### src/sv/mqbf_pkg.sv
// ----------------------------------------------------------------------------
// mqbf_pkg
// Shared types and constants of the multi-queue byte fifo: operation and
// status codes, queue descriptor, command and result records.
// ----------------------------------------------------------------------------
package mqbf_pkg;

	localparam int BYTE_W    = 8;
	localparam int CAP_W     = 9;
	localparam int PTR_W     = CAP_W + 1;
	localparam int OP_W      = 3;
	localparam int Q_W       = 2;
	localparam int N_CAP     = 4;
	localparam int CFG_IDX_W = 8;

	localparam logic [CAP_W-1:0] CAP_RESET = 9'd256;

	typedef enum logic [OP_W-1:0] {
		OP_PUT   = 3'd0,
		OP_GET   = 3'd1,
		OP_PEEK  = 3'd2,
		OP_FLUSH = 3'd3,
		OP_COPY  = 3'd4,
		OP_QUERY = 3'd5
	} op_t;

	typedef enum logic [1:0] {
		ST_OK    = 2'd0,
		ST_FULL  = 2'd1,
		ST_EMPTY = 2'd2,
		ST_RANGE = 2'd3
	} status_t;

	// per-queue ring state
	typedef struct packed {
		logic [CAP_W-1:0] rd_idx;
		logic [CAP_W-1:0] wr_idx;
		logic [CAP_W-1:0] fill;
	} desc_t;

	typedef struct packed {
		logic             en;
		logic [Q_W-1:0]   queue;
		desc_t            d;
	} desc_wr_t;

	typedef struct packed {
		logic [OP_W-1:0]   op;
		logic [Q_W-1:0]    queue;
		logic [BYTE_W-1:0] write_byte;
		logic [BYTE_W-1:0] peek_offset;
		logic [CAP_W-1:0]  copy_count;
		logic [Q_W-1:0]    target_queue;
	} req_t;

	typedef struct packed {
		logic [BYTE_W-1:0] read_byte;
		status_t           status;
		logic [CAP_W-1:0]  fill_level;
		logic [CAP_W-1:0]  free_space;
		logic [CAP_W-1:0]  queue_capacity;
		logic [CAP_W-1:0]  moved_count;
	} rsp_t;

endpackage

### src/sv/mqbf_desc_mem.sv
// ----------------------------------------------------------------------------
// mqbf_desc_mem
// Queue descriptor store: two registered read ports, one write port, and a
// valid bit per entry so that an entry never written reads as an empty queue.
// ----------------------------------------------------------------------------
module mqbf_desc_mem #(
	parameter int QUEUES = 4
) (
	input  logic                  clk,
	input  logic                  arst_n,
	input  logic                  rd_en,
	input  logic [mqbf_pkg::Q_W-1:0] rd_a,
	input  logic [mqbf_pkg::Q_W-1:0] rd_b,
	output mqbf_pkg::desc_t       rdata_a,
	output mqbf_pkg::desc_t       rdata_b,
	input  mqbf_pkg::desc_wr_t    wr
);
	import mqbf_pkg::*;

	localparam int QAW = (QUEUES > 1) ? $clog2(QUEUES) : 1;

	desc_t             entry_q [QUEUES];
	logic [QUEUES-1:0] valid_q;
	desc_t             rdata_a_q;
	desc_t             rdata_b_q;

	logic a_ok, b_ok, w_ok;

	assign a_ok = 32'(rd_a) < QUEUES;
	assign b_ok = 32'(rd_b) < QUEUES;
	assign w_ok = 32'(wr.queue) < QUEUES;

	always_ff @(posedge clk or negedge arst_n) begin
		if (!arst_n) begin
			valid_q <= '0;
		end else if (wr.en && w_ok) begin
			valid_q[QAW'(wr.queue)] <= 1'b1;
		end
	end

	always_ff @(posedge clk) begin
		if (wr.en && w_ok) begin
			entry_q[QAW'(wr.queue)] <= wr.d;
		end
	end

	// read data holds until the next read
	always_ff @(posedge clk) begin
		if (rd_en) begin
			rdata_a_q <= (a_ok && valid_q[QAW'(rd_a)]) ? entry_q[QAW'(rd_a)] : '0;
			rdata_b_q <= (b_ok && valid_q[QAW'(rd_b)]) ? entry_q[QAW'(rd_b)] : '0;
		end
	end

	assign rdata_a = rdata_a_q;
	assign rdata_b = rdata_b_q;

endmodule

### config.mk
export PLATFORM = sky130hd
export DESIGN_NAME = mqbf_desc_mem
export DESIGN_NICKNAME = d
export VERILOG_FILES = /design/src/sv/mqbf_pkg.sv /design/src/sv/mqbf_desc_mem.sv
export SDC_FILE = /design/constraint.sdc
export NUM_CORES = 1
export LEC_CHECK = 0
export BUFFER_PORTS_ARGS = -buffer_cell sky130_fd_sc_hd__buf_4
export CAP_MARGIN = 10
export CORE_ASPECT_RATIO = 1.2
export CORE_MARGIN = 2
export CORE_UTILIZATION = 58
export DETAILED_ROUTE_END_ITERATION = 7
export MAX_ROUTING_LAYER = met4
export PLACE_DENSITY = 0.8
export SLEW_MARGIN = 20
export SYNTH_ARGS = -nofsm -noshare
export SYNTH_HDL_FRONTEND = slang
export SYNTH_SLANG_ARGS = --single-unit
### constraint.sdc
create_clock -name clk -period 4.2 [get_ports clk]
set_input_delay 0.42 -clock clk [delete_from_list [all_inputs] [get_ports clk]]
set_output_delay 0.42 -clock clk [all_outputs]
set_load 0.005 [all_outputs]
# == After elaboration in Yosys (flattened, before gate mapping) ==
# Memories as Yosys holds them, arrays and structs flattened. A register that Yosys moved wholly into a read port is not among the register bits.
# Index checks and enable logic that the tools add are counted.
# Widths: inputs -> output; s select.
# totals
regBits,4
latchBits,0
mem_bits_rw,108
mem_bits_ro,0
inputBits,37
output_inout_bits,54
word_cells,18
memories,1
# op_classes
addsub,0
mul,0
div_mod_pow,0
n_lt_le_gt_ge,4
n_eq_ne,0
n_shift,0
n_mux,8
bitwise,1
n_reduce_logical,3
# memory_table
name,words,width,rd,rd_clocked_by_memory_dff,write_ports,line_no,rtl
entry_q,4,27,2,2,1,mqbf_desc_mem.sv:22,desc_t entry_q [QUEUES];
# op_table
cell,count
$lt 2x3->1 const B,3
$mux 1,5
$bmux 1 s2,2
$or 4x4->4,1
$demux 1 s2,1
$ge 2x1->1 const B,1
$logic_not 1->1,2
$logic_and 1x1->1,1

# == Longest topological paths before layout ==
# logic_depth
word_depth,5
mapped_depth,4
mapped_depth_nobuf,2

# == Worst setup path before layout ==
# No wires, ideal clock.
# synth_path
path_kind,input -> register
from,input wr[27] (netlist name)
to,"memory entry_q[0][0] (netlist name), enable pin"
setup_ps,453
arrival_ps,2495
required_time_ps,3747
slack_ps,1252
cell_stages,1
path_buffers,0
path_cell_list,nor3b_1
# synth_rtl
item,line_no,rtl
start: declaration,mqbf_desc_mem.sv:16,input mqbf_pkg::desc_wr_t wr
end: declaration,mqbf_desc_mem.sv:22,
# No word-level cell before the write port.

# == Final worst setup path ==
# layout_path
from,input rd_b[0] (netlist name)
to,"register, netlist name rdata_b[22]"
# layout_between
elab_chain_len,3
# layout_lines
item,line_no,rtl
start: declaration,mqbf_desc_mem.sv:13,"input logic [mqbf_pkg::Q_W-1:0] rd_b,"
$bmux 1 s2,mqbf_desc_mem.sv:51,rdata_b_q <= (b_ok && valid_q[QAW'(rd_b)]) ? entry_q[QAW'(rd_b)] : '0;
$mux 1 (implied by the code),mqbf_desc_mem.sv:51,
$logic_not 1->1 (no line),--,
# Several ways; a longest one is shown, not always the timed one. The select of a mux whose other input is x is not followed.
# A chain may end at the register's enable or synchronous reset.

==> qor.csv <==
stage,metric,value,unit
worst_setup_path,CP required,4370,ps
clock_network,worst-skew pair later-pin latency,420,ps
global_routing,grt ovf,0,
yosys,top cell type's share of synthesized area,70.7,%
worst_setup_path,register-to-register path setup slack,2510,ps
worst_setup_path,Worst R2R End,rdata_b[22],
global_routing,first-pass GRT wire length,18000,um
final_layout,fin nets,433,
global_routing,vias in the first global route,3339,
clock_network,CTS Hold Bufs,1,
yosys,"Seq/Total Area, Yosys",72.1,%
floorplan,initial core utilization,59.5,%
place,hpwl dp,6840,um
sta,Fmax achieved,536,MHz
worst_setup_path,Max Fanout on Critical Path,28,
final_layout,Area Growth Syn to Fin,19.8,%
sta,Clock Skew,9.16,ps
routing,1st-pass router iterations,4,
global_routing,initial antenna violation count,0,
worst_hold_path,Min-Delay Path Class,in2reg,
clock_network,H-tree Lvls,4,
worst_setup_path,Worst Path Arrival,2030,ps
sta,Final Setup Violations,0,
worst_setup_path,Worst Reg-to-Reg Cells,2,
sta,Slew HR,36.7,%
worst_setup_path,CP Cell Sequence,buf_4 -> mux4_2 -> and2_1,
routing,1st-iter DRT viols,241,
worst_hold_path,Worst Hold Depth,1,
power,Seq pwr share,51.6,%
worst_setup_path,Worst setup SP type,input port,
clock_network,Inserted Clock Buffers,17,
power,Internal,3070,uW
sta,actual slew at the worst max-slew pin,948,ps
clock_network,TritonCTS clock tree,yes,
floorplan,Total Die Area,12800,um2
routing,final WL,11900,um
clock_network,"CTS clk-pin slew, worst paths",60,ps
final_layout,share of post-route cells with drive strength above 1,52.1,%
final_layout,number of fill cells in the layout,697,
yosys,cell count after synthesis,301,
sta,final period utilization,44.4,%
power,Pwr per Cell Area,464,nW/um2
worst_hold_path,hold endpoint,entry_q[3][3],
place,placed cell area,7650,um2
worst_hold_path,hold path start,wr[3],
job,max-cap check violation count,0,
power,clock network power share,40.0,%
final_layout,final core utilization,71.3,%
floorplan,Die X,103,um
yosys,Synth Net Count,338,
worst_setup_path,CP bufs+invs,1,
sta,unrepaired setup endpoints after global routing,no,
clock_network,clock sink total,166,
floorplan,total core area,11600,um2
worst_setup_path,CP endpoint kind,register,
clock_network,post_cts resized,0,
worst_setup_path,Crit Reg-Reg Startpoint,valid_q[1],
power,combinational share of power,8.5,%
worst_setup_path,"Largest delay share family, worst path",multiplexers,
sta,Fin. Hold Viols,0,
floorplan,Row Count,43,
routing,Routed Antenna Nets,0,
routing,Vias/cell,5.70,
final_layout,"commonest cells after routing, fill and taps aside","edfxtp_1 (162), buf_4 (91), mux4_2 (46)",
place,Placer Congestion,0.695,
yosys,Synth area leader,edfxtp_1,
sta,Final WS setup,2330,ps
sta,max-slew violation count,0,
sta,setup TNS,0,ps
global_routing,Total Routing Usage GR,21.1,%
routing,average wire per standard cell,21.1,um
status,status,"finished, final reports clean",
power,Worst VDD drop,0.333,mV
place,port bufs,90,
routing,routed vias,3226,
power,Static Leak,0.00292,uW
power,switch share,19.8,%
final_layout,"most common cell after layout, fill and taps aside",edfxtp_1,
yosys,Avg Inst Size Synth,22.9,um2
final_layout,post-route cell area,8250,um2
yosys,"FF+latch count, synth",166,
clock_network,clock buffer depth,2,
power,Total Power,3830,uW
worst_setup_path,CP max-delay cell,mux4_2,
global_routing,pin count of the biggest net entering global routing,55,
worst_setup_path,Critical Path Max Stage Delay,880,ps
clock_network,setup repair bufs after CTS,0,
yosys,Post-Syn Area,6890,um2
routing,DR DRC count,0,
yosys,Yosys cell types,17,
power,Switch Pwr,758,uW
final_layout,ant diodes,0,
place,dpl ws,1850,ps
worst_setup_path,CP Class,in2reg,
yosys,top post-synthesis cells by area,"edfxtp_1 (71%), mux4_2 (15%), and2_4 (5.1%)",
floorplan,# IOs,91,
floorplan,Die Ht,123,um
clock_network,Root Driver,clkbuf_16,
yosys,Yosys warning total,0,
sta,Final Critical Period,1870,ps
[sequential cells by signal, indices dropped and copies added, names as in the netlist]
name and count:
rdata_b 27, entry_q 108, rdata_a 27, valid_q 4
[cells in the mapped netlist]
master    number
edfxtp_1     162
mux4_2        46
and2_4        40
and2_1        14
mux4_1        10
buf_6          6
buf_2          4
buf_4          4
dfrtp_1        4
or2_2          3
clkbuf_2       2
and3_1         1
and3b_1        1
nand2_1        1
nor2_1         1
nor3b_1        1
o21bai_1       1
[kinds of logic after synthesis]
logic type	after synthesis	synth area share, %
flops	166	72.1
simple gates	62	7.07
mux	56	18.9
buf+inv	16	1.85
compound gates	1	0.109
[power by group through the flow]
stage	clock (uW)	sequential, uW	combinational (uW)
final	1530	1970	324
after global routing	1630	1980	348
after CTS	1550	1970	329
after detailed placement	0	2010	326
after global placement	0	2000	320
after floorplan	0	2000	182
[how the worst max path moves through the flow]
stage,from,end,slack (ps),depth (start not counted)
2_1_floorplan,wr[27],entry_q[0][0],1250,1
3_3_place_gp,rd_b[0],rdata_b[8],1860,3
3_5_place_dp,rd_b[0],rdata_b[22],1850,3
4_1_cts,rd_b[0],rdata_b[22],2300,3
5_1_grt,rd_b[0],rdata_b[16],2230,3
6_report,rd_b[0],rdata_b[22],2330,3
[layer usage]
layer	wire, um	track usage (%)	part of all wire (%)
met1	4400	24.1	37
met2	6760	34.6	57
met3	579	6.05	4.8
met4	206	9.70	1.7
met5	0	-	0
[final cells by class]
type / count / area (um2) / area share, %
Clock buffer: 18 / 429 / 5.20
Clock inverter: 14 / 159 / 1.93
Multi-Input combinational cell: 119 / 1810 / 21.9
Sequential cell: 166 / 4960 / 60.2
Tap cell: 157 / 196 / 2.38
Timing Repair Buffer: 92 / 693 / 8.40
[stage by stage]
stage                     hold slack, ps  std cells
after floorplan                      124        301
after global placement               223        533
after detailed placement             225        533
after CTS                            185        566
after global routing                 178        566
final                                201        566
(Power assumes the default switching activity.)
