**config.mk**
```make
export PLATFORM = sky130hd
export DESIGN_NAME = mqbf_seq
export DESIGN_NICKNAME = d
export VERILOG_FILES = /design/src/sv/mqbf_pkg.sv /design/src/sv/mqbf_seq.sv
export SDC_FILE = /design/constraint.sdc
export NUM_CORES = 1
export LEC_CHECK = 0
export BUFFER_PORTS_ARGS = -buffer_cell sky130_fd_sc_hd__buf_2
export CORE_ASPECT_RATIO = 1.5
export CORE_MARGIN = 4
export CORE_UTILIZATION = 60
export CTS_BUF_LIST = sky130_fd_sc_hd__clkbuf_8
export DETAILED_ROUTE_END_ITERATION = 16
export GPL_TIMING_DRIVEN = 0
export HOLD_SLACK_MARGIN = 0.02
export PLACE_DENSITY = 0.95
export SLEW_MARGIN = 20
export SYNTH_ARGS = -nofsm -noshare
export SYNTH_HDL_FRONTEND = slang
export SYNTH_SLANG_ARGS = --single-unit
```
**constraint.sdc**
```tcl
create_clock -name clk -period 12.1 [get_ports clk]
set_clock_uncertainty 0.05 [all_clocks]
set_input_delay 2.42 -clock clk [delete_from_list [all_inputs] [get_ports clk]]
set_output_delay 2.42 -clock clk [all_outputs]
set_load 0.03 [all_outputs]
```
**src/sv/mqbf_pkg.sv**
```systemverilog
// ----------------------------------------------------------------------------
// mqbf_pkg
// Shared types and constants of the multi-queue byte fifo: operation and
// status codes, queue descriptor, command and result records.
// ----------------------------------------------------------------------------
package mqbf_pkg;

	localparam int BYTE_W    = 8;
	localparam int CAP_W     = 9;
	localparam int PTR_W     = CAP_W + 1;
	localparam int OP_W      = 3;
	localparam int Q_W       = 2;
	localparam int N_CAP     = 4;
	localparam int CFG_IDX_W = 8;

	localparam logic [CAP_W-1:0] CAP_RESET = 9'd256;

	typedef enum logic [OP_W-1:0] {
		OP_PUT   = 3'd0,
		OP_GET   = 3'd1,
		OP_PEEK  = 3'd2,
		OP_FLUSH = 3'd3,
		OP_COPY  = 3'd4,
		OP_QUERY = 3'd5
	} op_t;

	typedef enum logic [1:0] {
		ST_OK    = 2'd0,
		ST_FULL  = 2'd1,
		ST_EMPTY = 2'd2,
		ST_RANGE = 2'd3
	} status_t;

	// per-queue ring state
	typedef struct packed {
		logic [CAP_W-1:0] rd_idx;
		logic [CAP_W-1:0] wr_idx;
		logic [CAP_W-1:0] fill;
	} desc_t;

	typedef struct packed {
		logic             en;
		logic [Q_W-1:0]   queue;
		desc_t            d;
	} desc_wr_t;

	typedef struct packed {
		logic [OP_W-1:0]   op;
		logic [Q_W-1:0]    queue;
		logic [BYTE_W-1:0] write_byte;
		logic [BYTE_W-1:0] peek_offset;
		logic [CAP_W-1:0]  copy_count;
		logic [Q_W-1:0]    target_queue;
	} req_t;

	typedef struct packed {
		logic [BYTE_W-1:0] read_byte;
		status_t           status;
		logic [CAP_W-1:0]  fill_level;
		logic [CAP_W-1:0]  free_space;
		logic [CAP_W-1:0]  queue_capacity;
		logic [CAP_W-1:0]  moved_count;
	} rsp_t;

endpackage

```
**src/sv/mqbf_seq.sv**
```systemverilog
// ----------------------------------------------------------------------------
// mqbf_seq
// Operation sequencer: reads the descriptors, checks the request, drives the
// byte store and writes the descriptors back.
// ----------------------------------------------------------------------------
module mqbf_seq #(
	parameter int QUEUES      = 4,
	parameter int QUEUE_DEPTH = 256,
	parameter int ADDR_W      = 10
) (
	input  logic                      clk,
	input  logic                      arst_n,
	input  logic                      start,
	input  mqbf_pkg::req_t            req,
	input  logic [mqbf_pkg::N_CAP-1:0][mqbf_pkg::CAP_W-1:0] capacity,
	output logic                      idle,
	output logic                      done,
	output mqbf_pkg::rsp_t            rsp,
	output logic                      desc_rd_en,
	output logic [mqbf_pkg::Q_W-1:0]  desc_rd_a,
	output logic [mqbf_pkg::Q_W-1:0]  desc_rd_b,
	input  mqbf_pkg::desc_t           desc_a,
	input  mqbf_pkg::desc_t           desc_b,
	output mqbf_pkg::desc_wr_t        desc_wr,
	output logic                      byte_rd_en,
	output logic [ADDR_W-1:0]         byte_rd_addr,
	input  logic [mqbf_pkg::BYTE_W-1:0] byte_rdata,
	output logic                      byte_wr_en,
	output logic [ADDR_W-1:0]         byte_wr_addr,
	output logic [mqbf_pkg::BYTE_W-1:0] byte_wr_data
);
	import mqbf_pkg::*;

	typedef enum logic [8:0] {
		S_IDLE  = 9'b000000001,
		S_DESC  = 9'b000000010,
		S_GETRD = 9'b000000100,
		S_PKMOD = 9'b000001000,
		S_PKRD  = 9'b000010000,
		S_CPRD  = 9'b000100000,
		S_CPWR  = 9'b001000000,
		S_CPWQ  = 9'b010000000,
		S_CPWT  = 9'b100000000
	} state_t;

	state_t           state_q, state_d;
	req_t             req_q, req_d;
	logic [PTR_W-1:0] ptr_q, ptr_d;
	logic [CAP_W-1:0] src_idx_q, src_idx_d;
	logic [CAP_W-1:0] dst_idx_q, dst_idx_d;
	logic [CAP_W-1:0] left_q, left_d;

	logic [CAP_W-1:0] cap, tcap;
	logic [PTR_W-1:0] peek_sum;
	logic             q_ok, t_ok, same;

	function automatic logic [CAP_W-1:0] eff_cap(logic [CAP_W-1:0] c);
		logic [CAP_W-1:0] r;
		r = c;
		if (c == '0) begin
			r = CAP_W'(1);
		end else if (32'(c) > QUEUE_DEPTH) begin
			r = CAP_W'(QUEUE_DEPTH);
		end
		return r;
	endfunction

	function automatic logic [CAP_W-1:0] advance(logic [CAP_W-1:0] idx, logic [CAP_W-1:0] c);
		logic [PTR_W-1:0] n;
		n = PTR_W'(idx) + PTR_W'(1);
		return (n >= PTR_W'(c)) ? '0 : n[CAP_W-1:0];
	endfunction

	function automatic logic [CAP_W-1:0] room(logic [CAP_W-1:0] c, logic [CAP_W-1:0] f);
		return (c > f) ? c - f : '0;
	endfunction

	function automatic logic [ADDR_W-1:0] slot(logic [Q_W-1:0] q, logic [PTR_W-1:0] idx);
		return ADDR_W'(q) * ADDR_W'(QUEUE_DEPTH) + ADDR_W'(idx);
	endfunction

	function automatic rsp_t mk_rsp(logic [BYTE_W-1:0] rb, status_t st, logic [CAP_W-1:0] f,
			logic [CAP_W-1:0] c, logic [CAP_W-1:0] mv);
		rsp_t r;
		r.read_byte      = rb;
		r.status         = st;
		r.fill_level     = f;
		r.free_space     = room(c, f);
		r.queue_capacity = c;
		r.moved_count    = mv;
		return r;
	endfunction

	assign idle      = (state_q == S_IDLE);
	assign desc_rd_a = req.queue;
	assign desc_rd_b = req.target_queue;

	// capacity is read live; the user must change it only while idle, which the block does not enforce
	assign cap  = eff_cap(capacity[req_q.queue]);
	assign tcap = eff_cap(capacity[req_q.target_queue]);
	assign q_ok = 32'(req_q.queue) < QUEUES;
	assign t_ok = 32'(req_q.target_queue) < QUEUES;
	assign same = (req_q.queue == req_q.target_queue);

	assign peek_sum = PTR_W'(desc_a.rd_idx) + PTR_W'(req_q.peek_offset);

	// desc_a and desc_b hold the descriptors for the whole transaction
	always_comb begin
		state_d      = state_q;
		req_d        = req_q;
		ptr_d        = ptr_q;
		src_idx_d    = src_idx_q;
		dst_idx_d    = dst_idx_q;
		left_d       = left_q;
		desc_rd_en   = 1'b0;
		desc_wr      = '0;
		byte_rd_en   = 1'b0;
		byte_rd_addr = '0;
		byte_wr_en   = 1'b0;
		byte_wr_addr = '0;
		byte_wr_data = '0;
		done         = 1'b0;
		rsp          = '0;
		case (state_q)
			S_IDLE: begin
				if (start) begin
					req_d      = req;
					desc_rd_en = 1'b1;
					state_d    = S_DESC;
				end
			end
			S_DESC: begin
				state_d = S_IDLE;
				if (!q_ok) begin
					done = 1'b1;
				end else begin
					case (op_t'(req_q.op))
						OP_PUT: begin
							done = 1'b1;
							if (desc_a.fill < cap) begin
								byte_wr_en         = 1'b1;
								byte_wr_addr       = slot(req_q.queue, PTR_W'(desc_a.wr_idx));
								byte_wr_data       = req_q.write_byte;
								desc_wr.en         = 1'b1;
								desc_wr.queue      = req_q.queue;
								desc_wr.d.rd_idx   = desc_a.rd_idx;
								desc_wr.d.wr_idx   = advance(desc_a.wr_idx, cap);
								desc_wr.d.fill     = desc_a.fill + CAP_W'(1);
								rsp = mk_rsp('0, ST_OK, desc_a.fill + CAP_W'(1), cap, '0);
							end else begin
								rsp = mk_rsp('0, ST_FULL, desc_a.fill, cap, '0);
							end
						end
						OP_GET: begin
							if (desc_a.fill != '0) begin
								byte_rd_en       = 1'b1;
								byte_rd_addr     = slot(req_q.queue, PTR_W'(desc_a.rd_idx));
								desc_wr.en       = 1'b1;
								desc_wr.queue    = req_q.queue;
								desc_wr.d.rd_idx = advance(desc_a.rd_idx, cap);
								desc_wr.d.wr_idx = desc_a.wr_idx;
								desc_wr.d.fill   = desc_a.fill - CAP_W'(1);
								state_d          = S_GETRD;
							end else begin
								done = 1'b1;
								rsp  = mk_rsp('0, ST_EMPTY, desc_a.fill, cap, '0);
							end
						end
						OP_PEEK: begin
							if (desc_a.fill == '0) begin
								done = 1'b1;
								rsp  = mk_rsp('0, ST_EMPTY, desc_a.fill, cap, '0);
							end else if (CAP_W'(req_q.peek_offset) >= desc_a.fill) begin
								done = 1'b1;
								rsp  = mk_rsp('0, ST_RANGE, desc_a.fill, cap, '0);
							end else begin
								ptr_d   = (peek_sum >= PTR_W'(cap)) ? peek_sum - PTR_W'(cap)
									: peek_sum;
								state_d = S_PKMOD;
							end
						end
						OP_FLUSH: begin
							done          = 1'b1;
							desc_wr.en    = 1'b1;
							desc_wr.queue = req_q.queue;
							rsp           = mk_rsp('0, ST_OK, '0, cap, '0);
						end
						OP_COPY: begin
							if (!t_ok) begin
								done = 1'b1;
							end else if (desc_a.fill < req_q.copy_count) begin
								done = 1'b1;
								rsp  = mk_rsp('0, ST_EMPTY, desc_a.fill, cap, '0);
							end else if (room(tcap, desc_b.fill) < req_q.copy_count) begin
								done = 1'b1;
								rsp  = mk_rsp('0, ST_FULL, desc_a.fill, cap, '0);
							end else if (req_q.copy_count == '0) begin
								done = 1'b1;
								rsp  = mk_rsp('0, ST_OK, desc_a.fill, cap, '0);
							end else begin
								// same queue: both reads saw the same entry
								src_idx_d = desc_a.rd_idx;
								dst_idx_d = desc_b.wr_idx;
								left_d    = req_q.copy_count;
								state_d   = S_CPRD;
							end
						end
						default: begin
							done = 1'b1;
							rsp  = mk_rsp('0, ST_OK, desc_a.fill, cap, '0);
						end
					endcase
				end
			end
			S_GETRD: begin
				done    = 1'b1;
				rsp     = mk_rsp(byte_rdata, ST_OK, desc_a.fill - CAP_W'(1), cap, '0);
				state_d = S_IDLE;
			end
			S_PKMOD: begin
				// slot offset is the pointer modulo the queue region size
				if (32'(ptr_q) >= QUEUE_DEPTH) begin
					ptr_d = ptr_q - PTR_W'(QUEUE_DEPTH);
				end else begin
					byte_rd_en   = 1'b1;
					byte_rd_addr = slot(req_q.queue, ptr_q);
					state_d      = S_PKRD;
				end
			end
			S_PKRD: begin
				done    = 1'b1;
				rsp     = mk_rsp(byte_rdata, ST_OK, desc_a.fill, cap, '0);
				state_d = S_IDLE;
			end
			S_CPRD: begin
				byte_rd_en   = 1'b1;
				byte_rd_addr = slot(req_q.queue, PTR_W'(src_idx_q));
				src_idx_d    = advance(src_idx_q, cap);
				left_d       = left_q - CAP_W'(1);
				state_d      = S_CPWR;
			end
			S_CPWR: begin
				// write lands before the next read is issued, so no forwarding
				byte_wr_en   = 1'b1;
				byte_wr_addr = slot(req_q.target_queue, PTR_W'(dst_idx_q));
				byte_wr_data = byte_rdata;
				dst_idx_d    = advance(dst_idx_q, tcap);
				state_d      = (left_q == '0) ? S_CPWQ : S_CPRD;
			end
			S_CPWQ: begin
				desc_wr.en       = 1'b1;
				desc_wr.queue    = req_q.queue;
				desc_wr.d.rd_idx = src_idx_q;
				desc_wr.d.wr_idx = same ? dst_idx_q : desc_a.wr_idx;
				desc_wr.d.fill   = same ? desc_a.fill : desc_a.fill - req_q.copy_count;
				if (same) begin
					done    = 1'b1;
					rsp     = mk_rsp('0, ST_OK, desc_a.fill, cap, req_q.copy_count);
					state_d = S_IDLE;
				end else begin
					state_d = S_CPWT;
				end
			end
			S_CPWT: begin
				desc_wr.en       = 1'b1;
				desc_wr.queue    = req_q.target_queue;
				desc_wr.d.rd_idx = desc_b.rd_idx;
				desc_wr.d.wr_idx = dst_idx_q;
				desc_wr.d.fill   = desc_b.fill + req_q.copy_count;
				done             = 1'b1;
				rsp = mk_rsp('0, ST_OK, desc_a.fill - req_q.copy_count, cap, req_q.copy_count);
				state_d          = S_IDLE;
			end
			default: begin
				state_d = S_IDLE;
			end
		endcase
	end

	always_ff @(posedge clk or negedge arst_n) begin
		if (!arst_n) begin
			state_q <= S_IDLE;
		end else begin
			state_q <= state_d;
		end
	end

	always_ff @(posedge clk) begin
		req_q     <= req_d;
		ptr_q     <= ptr_d;
		src_idx_q <= src_idx_d;
		dst_idx_q <= dst_idx_d;
		left_q    <= left_d;
	end

endmodule

```
After elaboration in Yosys (flattened, before gate mapping):

Index checks and enable logic that the tools add are counted.

* $mul: 0
* magnitude comparators: 20
* equality and inequality tests: 24
* shift operators: 0
* multiplexer cells: 96
* reduce and logical (&&, ||, !) cells: 16
* divide/modulo/power cells: 0
* bitwise operators: 0
* add/subtract/negate cells: 22

Operator list (number)
* one-hot mux 46 bit (5 select lines): 2
* two-way mux 9 bit: 33
* two-way mux 38 bit: 4
* two-way mux 10 bit: 10
* one-hot mux 30 bit (3 select lines): 1
* two-way mux 37 bit: 2
* two-way mux 36 bit: 2
* two-way mux 30 bit: 2
* one-hot mux 27 bit (2 select lines): 1
* one-hot mux 9 bit (2 select lines): 3
* one-hot mux 9 bit (6 select lines): 1
* subtractor 9 bit: 6
* greater-or-equal comparator 10 x 9 -> 1 bit: 5
* > comparator 9 bit: 5
* zero test 9 bit: 5
* adder 10 x 9 -> 10 bit: 4
* adder 9 x 1 -> 10 bit, second input constant: 4
* one-hot mux 10 bit (2 select lines): 2
* binary-select mux 9 bit (select 2 bit): 2
* one-hot mux 10 bit (3 select lines): 1
* less-than comparator 9 bit: 3
* two-way mux 8 bit: 3
* > comparator 9 bit, second input constant: 2
* two-way mux 6 bit: 3
* other kinds (40): 72

* memory bits (read-only): 0
* bits of input ports: 133
* bits in latches: 0
* register bits after elaboration: 78
* word-level logic and storage cells: 189
* memory bits (writable): 0
* memories: 0
* output and inout bits: 113

Longest topological paths before layout:

Gate-level depths: netlist of the first run.

* depth after elaboration: 12
* gate-level depth with buffers: 26
* gate-level depth less buffers: 25

Least setup slack after synthesis of the first run:

Ideal clock, no wire load.

* path kind: input to output
* start point: input capacity[32] (netlist bit)
* end point: output rsp[19] (netlist bit)
* slack: 2.725 ns
* stages: 24
* arrival: 6.905 ns
* buffers on the path: 0
* required time: 9.630 ns
* cell sequence: mux4_2 -> nor4_1 -> nand2_1 -> a21oi_1 -> inv_1 -> ha_1 -> fa_1 -> nor2b_1 -> o21ai_0 -> nand2b_1 -> a21o_1 -> a21o_1 -> a31oi_1 -> xor2_1 -> nor2_1 -> ha_1 -> nand4_1 -> a31oi_1 -> a211o_1 -> a31oi_1 -> o41ai_1 -> a21oi_2 -> o21a_1 -> a221o_1

RTL lines
* start: declaration: line mqbf_seq.sv:15 `input logic [mqbf_pkg::N_CAP-1:0][mqbf_pkg::CAP_W-1:0] capacity,`
* end: declaration: line mqbf_seq.sv:18 `output mqbf_pkg::rsp_t rsp,`

==> flow_metrics.py, run 1 <==
metrics = {
    "outcome": {
        "outcome": "finished clean",
    },
    "sta": {
        "fmax_ghz": 0.08962,
        "setup_viol": 0,
        "drv_slew": 0,
        "hold_viol_final": 0,
        "slew_headroom_pct": 27.68,
        "tns_ps": 0,
        "finalCritPeriodShare_pct": 92.21,
        "rsz0062_at_grt": "false",
        "worst_pin_slew_ps": 1085,
        "fin_crit_ps": 11160,
    },
    "floorplanning": {
        "start_util_pct": 60.87,
        "die_w_microns": 119.8,
        "fp.coreArea_sq_mm": 0.01847,
        "placementRows": 61,
        "die-area_sq_mm": 0.02104,
        "io_pins": 246,
        "die_height_microns": 175.6,
    },
    "clock_tree": {
        "clock-sinks": 78,
        "clk_path_buf_depth": 2,
        "cts_tree": "built",
        "post-cts-setup-buffers": 0,
        "clkSlewWorstSetupHoldPaths_ps": 90,
        "holdBufCountCts": 0,
        "cts_resized": 0,
        "cts_buffers": 9,
        "cts-root-buf": "clkbuf_8",
        "cts_max_level": 3,
        "clock_latency_ps": 390,
    },
    "cells_and_area": {
        "fill_cells": 1550,
        "final_net_count": 1897,
        "final_cell_area_sq_mm": 0.01304,
        "most-common-layout-cells": "buf_2 (256), ha_1 (144), nand2_1 (127)",
        "drive_gt1_share_pct": 20.24,
        "area_growth_pct": 16.02,
        "final_common_cell": "buf_2",
        "stdcell_count": 1869,
    },
    "synthesis": {
        "syn_nets": 1640,
        "ys_seq_area_share_pct": 20.45,
        "ys_async_sr_fraction_pct": 11.54,
        "synth_area_sq_mm": 0.01124,
        "synth_area_per_cell_sq_um": 8.303,
        "synth_ff_type": "edfxtp_1",
        "synth_seq_cells": 78,
        "yosysWarnings": 0,
        "synth_edf_count": 69,
        "synthCells": 1354,
        "synthDistinctLibCells": 85,
    },
    "placement": {
        "dp_hpwl_microns": 36460,
        "place_inst": 1852,
        "io_buffers": 244,
        "gp_congestion": 1.055,
        "place_area_sq_mm": 0.01281,
    },
    "drt": {
        "routed-via-count": 12620,
        "drt_iter0_drc": 1340,
        "antenna_left": 0,
        "viasPerCell": 6.750,
        "remaining_drc_errors": 0,
        "wl_per_cell_microns": 24.12,
        "first_pass_iters": 9,
        "wl_microns": 45090,
    },
    "grt": {
        "grt_util_all_layers_pct": 42.08,
        "grt_start_max_net_pins": 27,
        "grt_pass1_wl_microns": 67740,
        "antenna_found_initial": 1,
        "grt_pass1_vias": 12420,
        "grt_overflow": 0,
    },
    "pwr": {
        "power_density_mw_per_mm2": 101.8,
        "leakage_uw": 0.006261,
        "peakVddDrop_v": 0.00007220,
    },
    "worst_setup_path": {
        "endpoint_kind": "primary output",
        "critPathLaunchType": "input port",
        "cp.arrival_ps": 8690,
        "crit_required_ps": 9630,
        "crit_path_max_fanout": 10,
        "criticalPathCategory": "input port to primary output",
    },
    "worst_hold_path": {
        "min_path_type": "flop to flop",
    },
    "job": {
        "cap_violations": 0,
    },
}
per-stage QoR:
stage | power [uW] | util (%) | hold WS, ps | setup WS, ps
6_report | 1328 | 70.61 | 575.0 | 942.3
5_1_grt | 1401 | 70.61 | 609.4 | 511.6
4_1_cts | 1305 | 70.60 | 569.8 | 1081
3_5_place_dp | 1066 | 69.36 | 524.3 | 1102
3_3_place_gp | 1041 | 69.18 | 517.2 | 1113
2_1_floorplan | 854.7 | - | 476.5 | 2725
final cells by class:
type | instances | area [sq um] | share of cell area, %
Timing Repair Buffer | 246 | 1246 | 9.555
Sequential cell | 78 | 2298 | 17.62
Tap cell | 252 | 315.3 | 2.417
Clock buffer | 10 | 137.6 | 1.055
Antenna cell | 1 | 2.502 | 0.01919
Inverter | 99 | 371.6 | 2.849
Buffer | 49 | 235.2 | 1.804
Clock inverter | 6 | 91.34 | 0.7003
Multi-Input combinational cell | 1128 | 8344 | 63.98
logic make-up (layout without fill, tap and decap cells):
| group | count (synthesis) | after routing | share of synthesized area (%) |
|---|---|---|---|
| xor gates and xnor gates | 110 | 110 | 8.570 |
| muxes | 27 | 27 | 4.107 |
| adders and majority gates | 153 | 153 | 17.63 |
| AOI/OAI and AO/OA | 394 | 394 | 24.32 |
| DFF | 78 | 78 | 20.45 |
| buffers and inverters | 148 | 410 | 5.398 |
| other | 0 | 1 | 0 |
| and+or+nand+nor | 444 | 444 | 19.53 |
state kept, by name (all words and copies together) (netlist names):
name	flops
src_idx_q	9
dst_idx_q	9
ptr_q	10
req_q	32
left_q	9
state_q	9
synthesized netlist by cell type (21+ instances only):
| master | count | area (sq um) |
|---|---|---|
| a21o_1 | 41 | 307.8 |
| a21oi_1 | 77 | 385.4 |
| a22o_1 | 21 | 183.9 |
| clkbuf_1 | 27 | 101.4 |
| edfxtp_1 | 69 | 2072 |
| ha_1 | 144 | 1802 |
| inv_1 | 98 | 367.9 |
| nand2_1 | 127 | 476.7 |
| nand2b_1 | 24 | 150.1 |
| nand3_1 | 48 | 240.2 |
| nor2_1 | 101 | 379.1 |
| nor2b_1 | 27 | 168.9 |
| nor3_1 | 28 | 140.1 |
| o21a_1 | 22 | 165.2 |
| o21ai_0 | 74 | 370.4 |
| xnor2_1 | 74 | 648.1 |
| xor2_1 | 36 | 315.3 |
report_power, final:
group          switching (uW)  internal, uW  leakage, uW  total (uW)
logic                     459           292      0.00539         751
registers                15.3           319     0.000755         334
clock network             119           124     0.000117         243
total                     594           734      0.00626        1330
worst max-delay path: stages:
cell and delay, ps:
buf_2 110, mux2_2 260, o21ai_1 590, inv_1 140, a21oi_1 410, inv_1 100
ha_1 230, fa_1 420, nor2b_1 220, o21ai_0 120, nand2b_1 120, a21o_1 170
a21o_1 160, a31oi_1 110, xor2_1 140, nor2_1 60, ha_1 340, nand4_1 240
a31oi_1 320, a211o_1 160, a31oi_1 70, o41ai_1 620, a21oi_2 250, nor3_2 580
nor2_1 90, buf_2 220
final timing paths:
check                               startpoint                      to  slack [ps]  cells past startpoint
setup / recovery                  capacity[17]                 rsp[17]         940                     26
max in group asynchronous               arst_n  state_q[0]$_DFFE_PN1P_        9930                      1
hold / removal             left_q[8]$_DFFE_PP_  state_q[7]$_DFFE_PN0P_         570                      2
setup reg to reg            req_q[0]$_DFFE_PP_  src_idx_q[1]$_DFFE_PP_        4450                     24
min in group asynchronous               arst_n  state_q[1]$_DFFE_PN0P_        1810                      1
hold reg to reg            left_q[8]$_DFFE_PP_  state_q[7]$_DFFE_PN0P_         570                      2
metal layers:
| metal | track usage, % | wire length [microns] |
|---|---|---|
| met1 | 46.16 | 15120 |
| met2 | 71.06 | 21060 |
| met3 | 7.635 | 4457 |
| met4 | 33.30 | 4448 |
| met5 | 0 | 0 |
No activity file was read; power rests on OpenSTA's default activity.
==> run 2: changes to the inputs <==
--- a/config.mk
+++ b/config.mk
@@ -12,2 +12,3 @@
 export CTS_BUF_LIST = sky130_fd_sc_hd__clkbuf_8
+export CTS_CLUSTER_DIAMETER = 200
 export DETAILED_ROUTE_END_ITERATION = 16
==> constraint.sdc (replaced) <==
create_clock -name clk -period 12.1 [get_ports clk]
set_clock_uncertainty 0.05 [all_clocks]
set_input_delay 1.21 -clock clk [delete_from_list [all_inputs] [get_ports clk]]
set_output_delay 1.21 -clock clk [all_outputs]
set_load 0.03 [all_outputs]
==> run 2 against run 1 <==
Sequential share of layout area unchanged. Worst hold slack better by 11 ps. Clock power is essentially flat. Non-clock buffer count stayed put. First-iteration DRC count up 6.8%. Sequential power is essentially flat. Die area stayed put. Wire length fell by 0.12%. Critical path type is now flop to primary output. Highest routed layer unchanged.
==> flow_metrics.py, run 2 (same netlist as run 1, synthesis figures left out) <==
metrics = {
    "sta": {
        "hold_slack_ps": 585.9,
        "setup_viol": 0,
        "rsz0062_at_grt": "false",
        "worst_pin_slew_ps": 1042,
        "hold_viol_final": 0,
        "fmax_ghz": 0.1094,
        "drv_slew": 0,
        "tns_ps": 0,
        "fin_crit_ps": 9143,
        "finalCritPeriodShare_pct": 75.56,
        "slew_headroom_pct": 30.51,
    },
    "floorplanning": {
        "io_pins": 246,
        "fp.coreArea_sq_mm": 0.01847,
        "die_height_microns": 175.6,
        "start_util_pct": 60.87,
        "die-area_sq_mm": 0.02104,
        "die_w_microns": 119.8,
        "placementRows": 61,
    },
    "pwr": {
        "p_clk_share_pct": 18.2,
        "p_int_uw": 734.5,
        "power_frac_comb_pct": 56.6,
        "power_density_mw_per_mm2": 101.7,
        "p_seq_share_pct": 25.2,
        "peakVddDrop_v": 0.00007248,
        "leakage_uw": 0.006261,
        "switching_share_pct": 44.63,
        "p_switching_uw": 592.1,
    },
    "cells_and_area": {
        "area_growth_pct": 16.02,
        "fill_cells": 1550,
        "most-common-layout-cells": "buf_2 (256), ha_1 (144), nand2_1 (127)",
        "seq_area_sq_mm": 0.002298,
        "drive_gt1_share_pct": 20.24,
        "top_regs": "req_q x32, ptr_q x10",
        "top_register": "req_q",
        "largest_reg_flops": 32,
        "final_net_count": 1897,
        "final_common_cell": "buf_2",
        "multiInputGateArea_sq_mm": 0.008344,
    },
    "drt": {
        "remaining_drc_errors": 0,
        "antenna_left": 0,
        "viasPerCell": 6.707,
        "first_pass_iters": 9,
        "wl_per_cell_microns": 24.10,
        "drt_iter0_drc": 1431,
        "wl_microns": 45040,
        "routed-via-count": 12540,
    },
    "worst_setup_path": {
        "r2r-end": "src_idx_q[1]$_DFFE_PP_",
        "endpoint_kind": "primary output",
        "critPathLaunchType": "flop",
        "criticalPathCategory": "flop to primary output",
        "crit-reg2reg-launch": "req_q[0]$_DFFE_PP_",
        "r2r_setup_slack_ps": 4470,
        "crit_path_max_fanout": 10,
        "cp.arrival_ps": 7880,
        "crit_required_ps": 10840,
        "rr_worst_depth": 24,
    },
    "clock_tree": {
        "post-cts-setup-buffers": 0,
        "cts_buffers": 9,
        "clkSlewWorstSetupHoldPaths_ps": 90,
        "cts_tree": "built",
        "cts-root-buf": "clkbuf_8",
        "holdBufCountCts": 0,
        "clock_latency_ps": 390,
        "cts_max_level": 3,
        "cts_resized": 0,
        "clk_path_buf_depth": 2,
        "clock-sinks": 78,
    },
    "grt": {
        "grt_overflow": 0,
        "grt_start_max_net_pins": 27,
        "grt_util_all_layers_pct": 42.09,
        "grt_pass1_wl_microns": 67760,
        "antenna_found_initial": 1,
        "grt_pass1_vias": 12420,
    },
    "worst_hold_path": {
        "min_path_type": "flop to flop",
        "holdPathEnd": "state_q[7]$_DFFE_PN0P_",
        "min_from": "left_q[8]$_DFFE_PP_",
        "min_path_cells": 2,
    },
    "outcome": {
        "outcome": "finished clean",
    },
    "job": {
        "cap_violations": 0,
    },
    "placement": {
        "gp_congestion": 1.055,
        "io_buffers": 244,
        "dp_hpwl_microns": 36460,
    },
}
==> run 2: cell counts in the layout (fill, tap and decap cells not counted) <==
Identical to the previous run, type by type.
==> run 2: layout make-up <==
class	instances	area share, %
Multi-Input combinational cell	1128	63.98
Tap cell	252	2.417
Sequential cell	78	17.62
Timing Repair Buffer	246	9.555
Buffer	49	1.804
Clock buffer	10	1.055
Clock inverter	6	0.7003
Inverter	99	2.849
Antenna cell	1	0.01919
==> run 2: through the flow <==
| step | total power [uW] | instances | instance area, sq um | utilization, % | setup slack, ps |
|---|---|---|---|---|---|
| 6_report | 1327 | 1869 | 13040 | 70.61 | 2957 |
| 5_1_grt | 1401 | 1869 | 13040 | 70.61 | 2446 |
| 4_1_cts | 1305 | 1868 | 13040 | 70.60 | 3079 |
| 3_5_place_dp | 1066 | 1852 | 12810 | 69.36 | 3522 |
| 3_3_place_gp | 1041 | 1850 | 12780 | 69.18 | 3533 |
| 2_1_floorplan | 854.7 | 1354 | 11240 | - | 5145 |
==> run 2: power groups by stage <==
stage / Clock [uW] / Sequential [uW] / Combinational, uW
3_5_place_dp: 0 / 339 / 727
4_1_cts: 240 / 333 / 732
3_3_place_gp: 0 / 340 / 702
2_1_floorplan: 0 / 333 / 522
6_report: 242 / 334 / 750
5_1_grt: 253 / 335 / 813
==> run 2: worst max path at each step <==
stage	startpoint	endpoint	cells past startpoint	slack [ps]
global route	req_q[0]$_DFFE_PP_	rsp[17]	25	2450
finish	req_q[0]$_DFFE_PP_	rsp[17]	26	2960
detailed placement	capacity[17]	rsp[17]	26	3520
global placement	capacity[17]	rsp[19]	26	3530
floorplan	capacity[32]	rsp[19]	24	5140
CTS	req_q[0]$_DFFE_PP_	rsp[17]	26	3080
==> run 2: metal layers <==
| layer | wire length (microns) | GRT usage (%) | vias to the layer above |
|---|---|---|---|
| met4 | 4389 | 33.30 | 0 |
| met5 | 0 | 0 | - |
| met1 | 14960 | 46.10 | 5780 |
| met2 | 21080 | 71.08 | 904 |
| li1 | - | - | 5577 |
| met3 | 4612 | 7.764 | 275 |
==> run 2: critical path, stage by stage, from the launching register on <==
cell	delay (ps)
edfxtp_1	590
buf_1	580
mux2_2	410
o21ai_1	600
inv_1	150
a21oi_1	410
inv_1	100
ha_1	230
fa_1	420
nor2b_1	220
o21ai_0	110
nand2b_1	120
a21o_1	170
a21o_1	160
a31oi_1	110
xor2_1	140
nor2_1	60
ha_1	350
nand4_1	250
a31oi_1	320
a211o_1	150
a31oi_1	70
o41ai_1	620
a21oi_2	240
nor3_2	590
nor2_1	90
buf_2	220
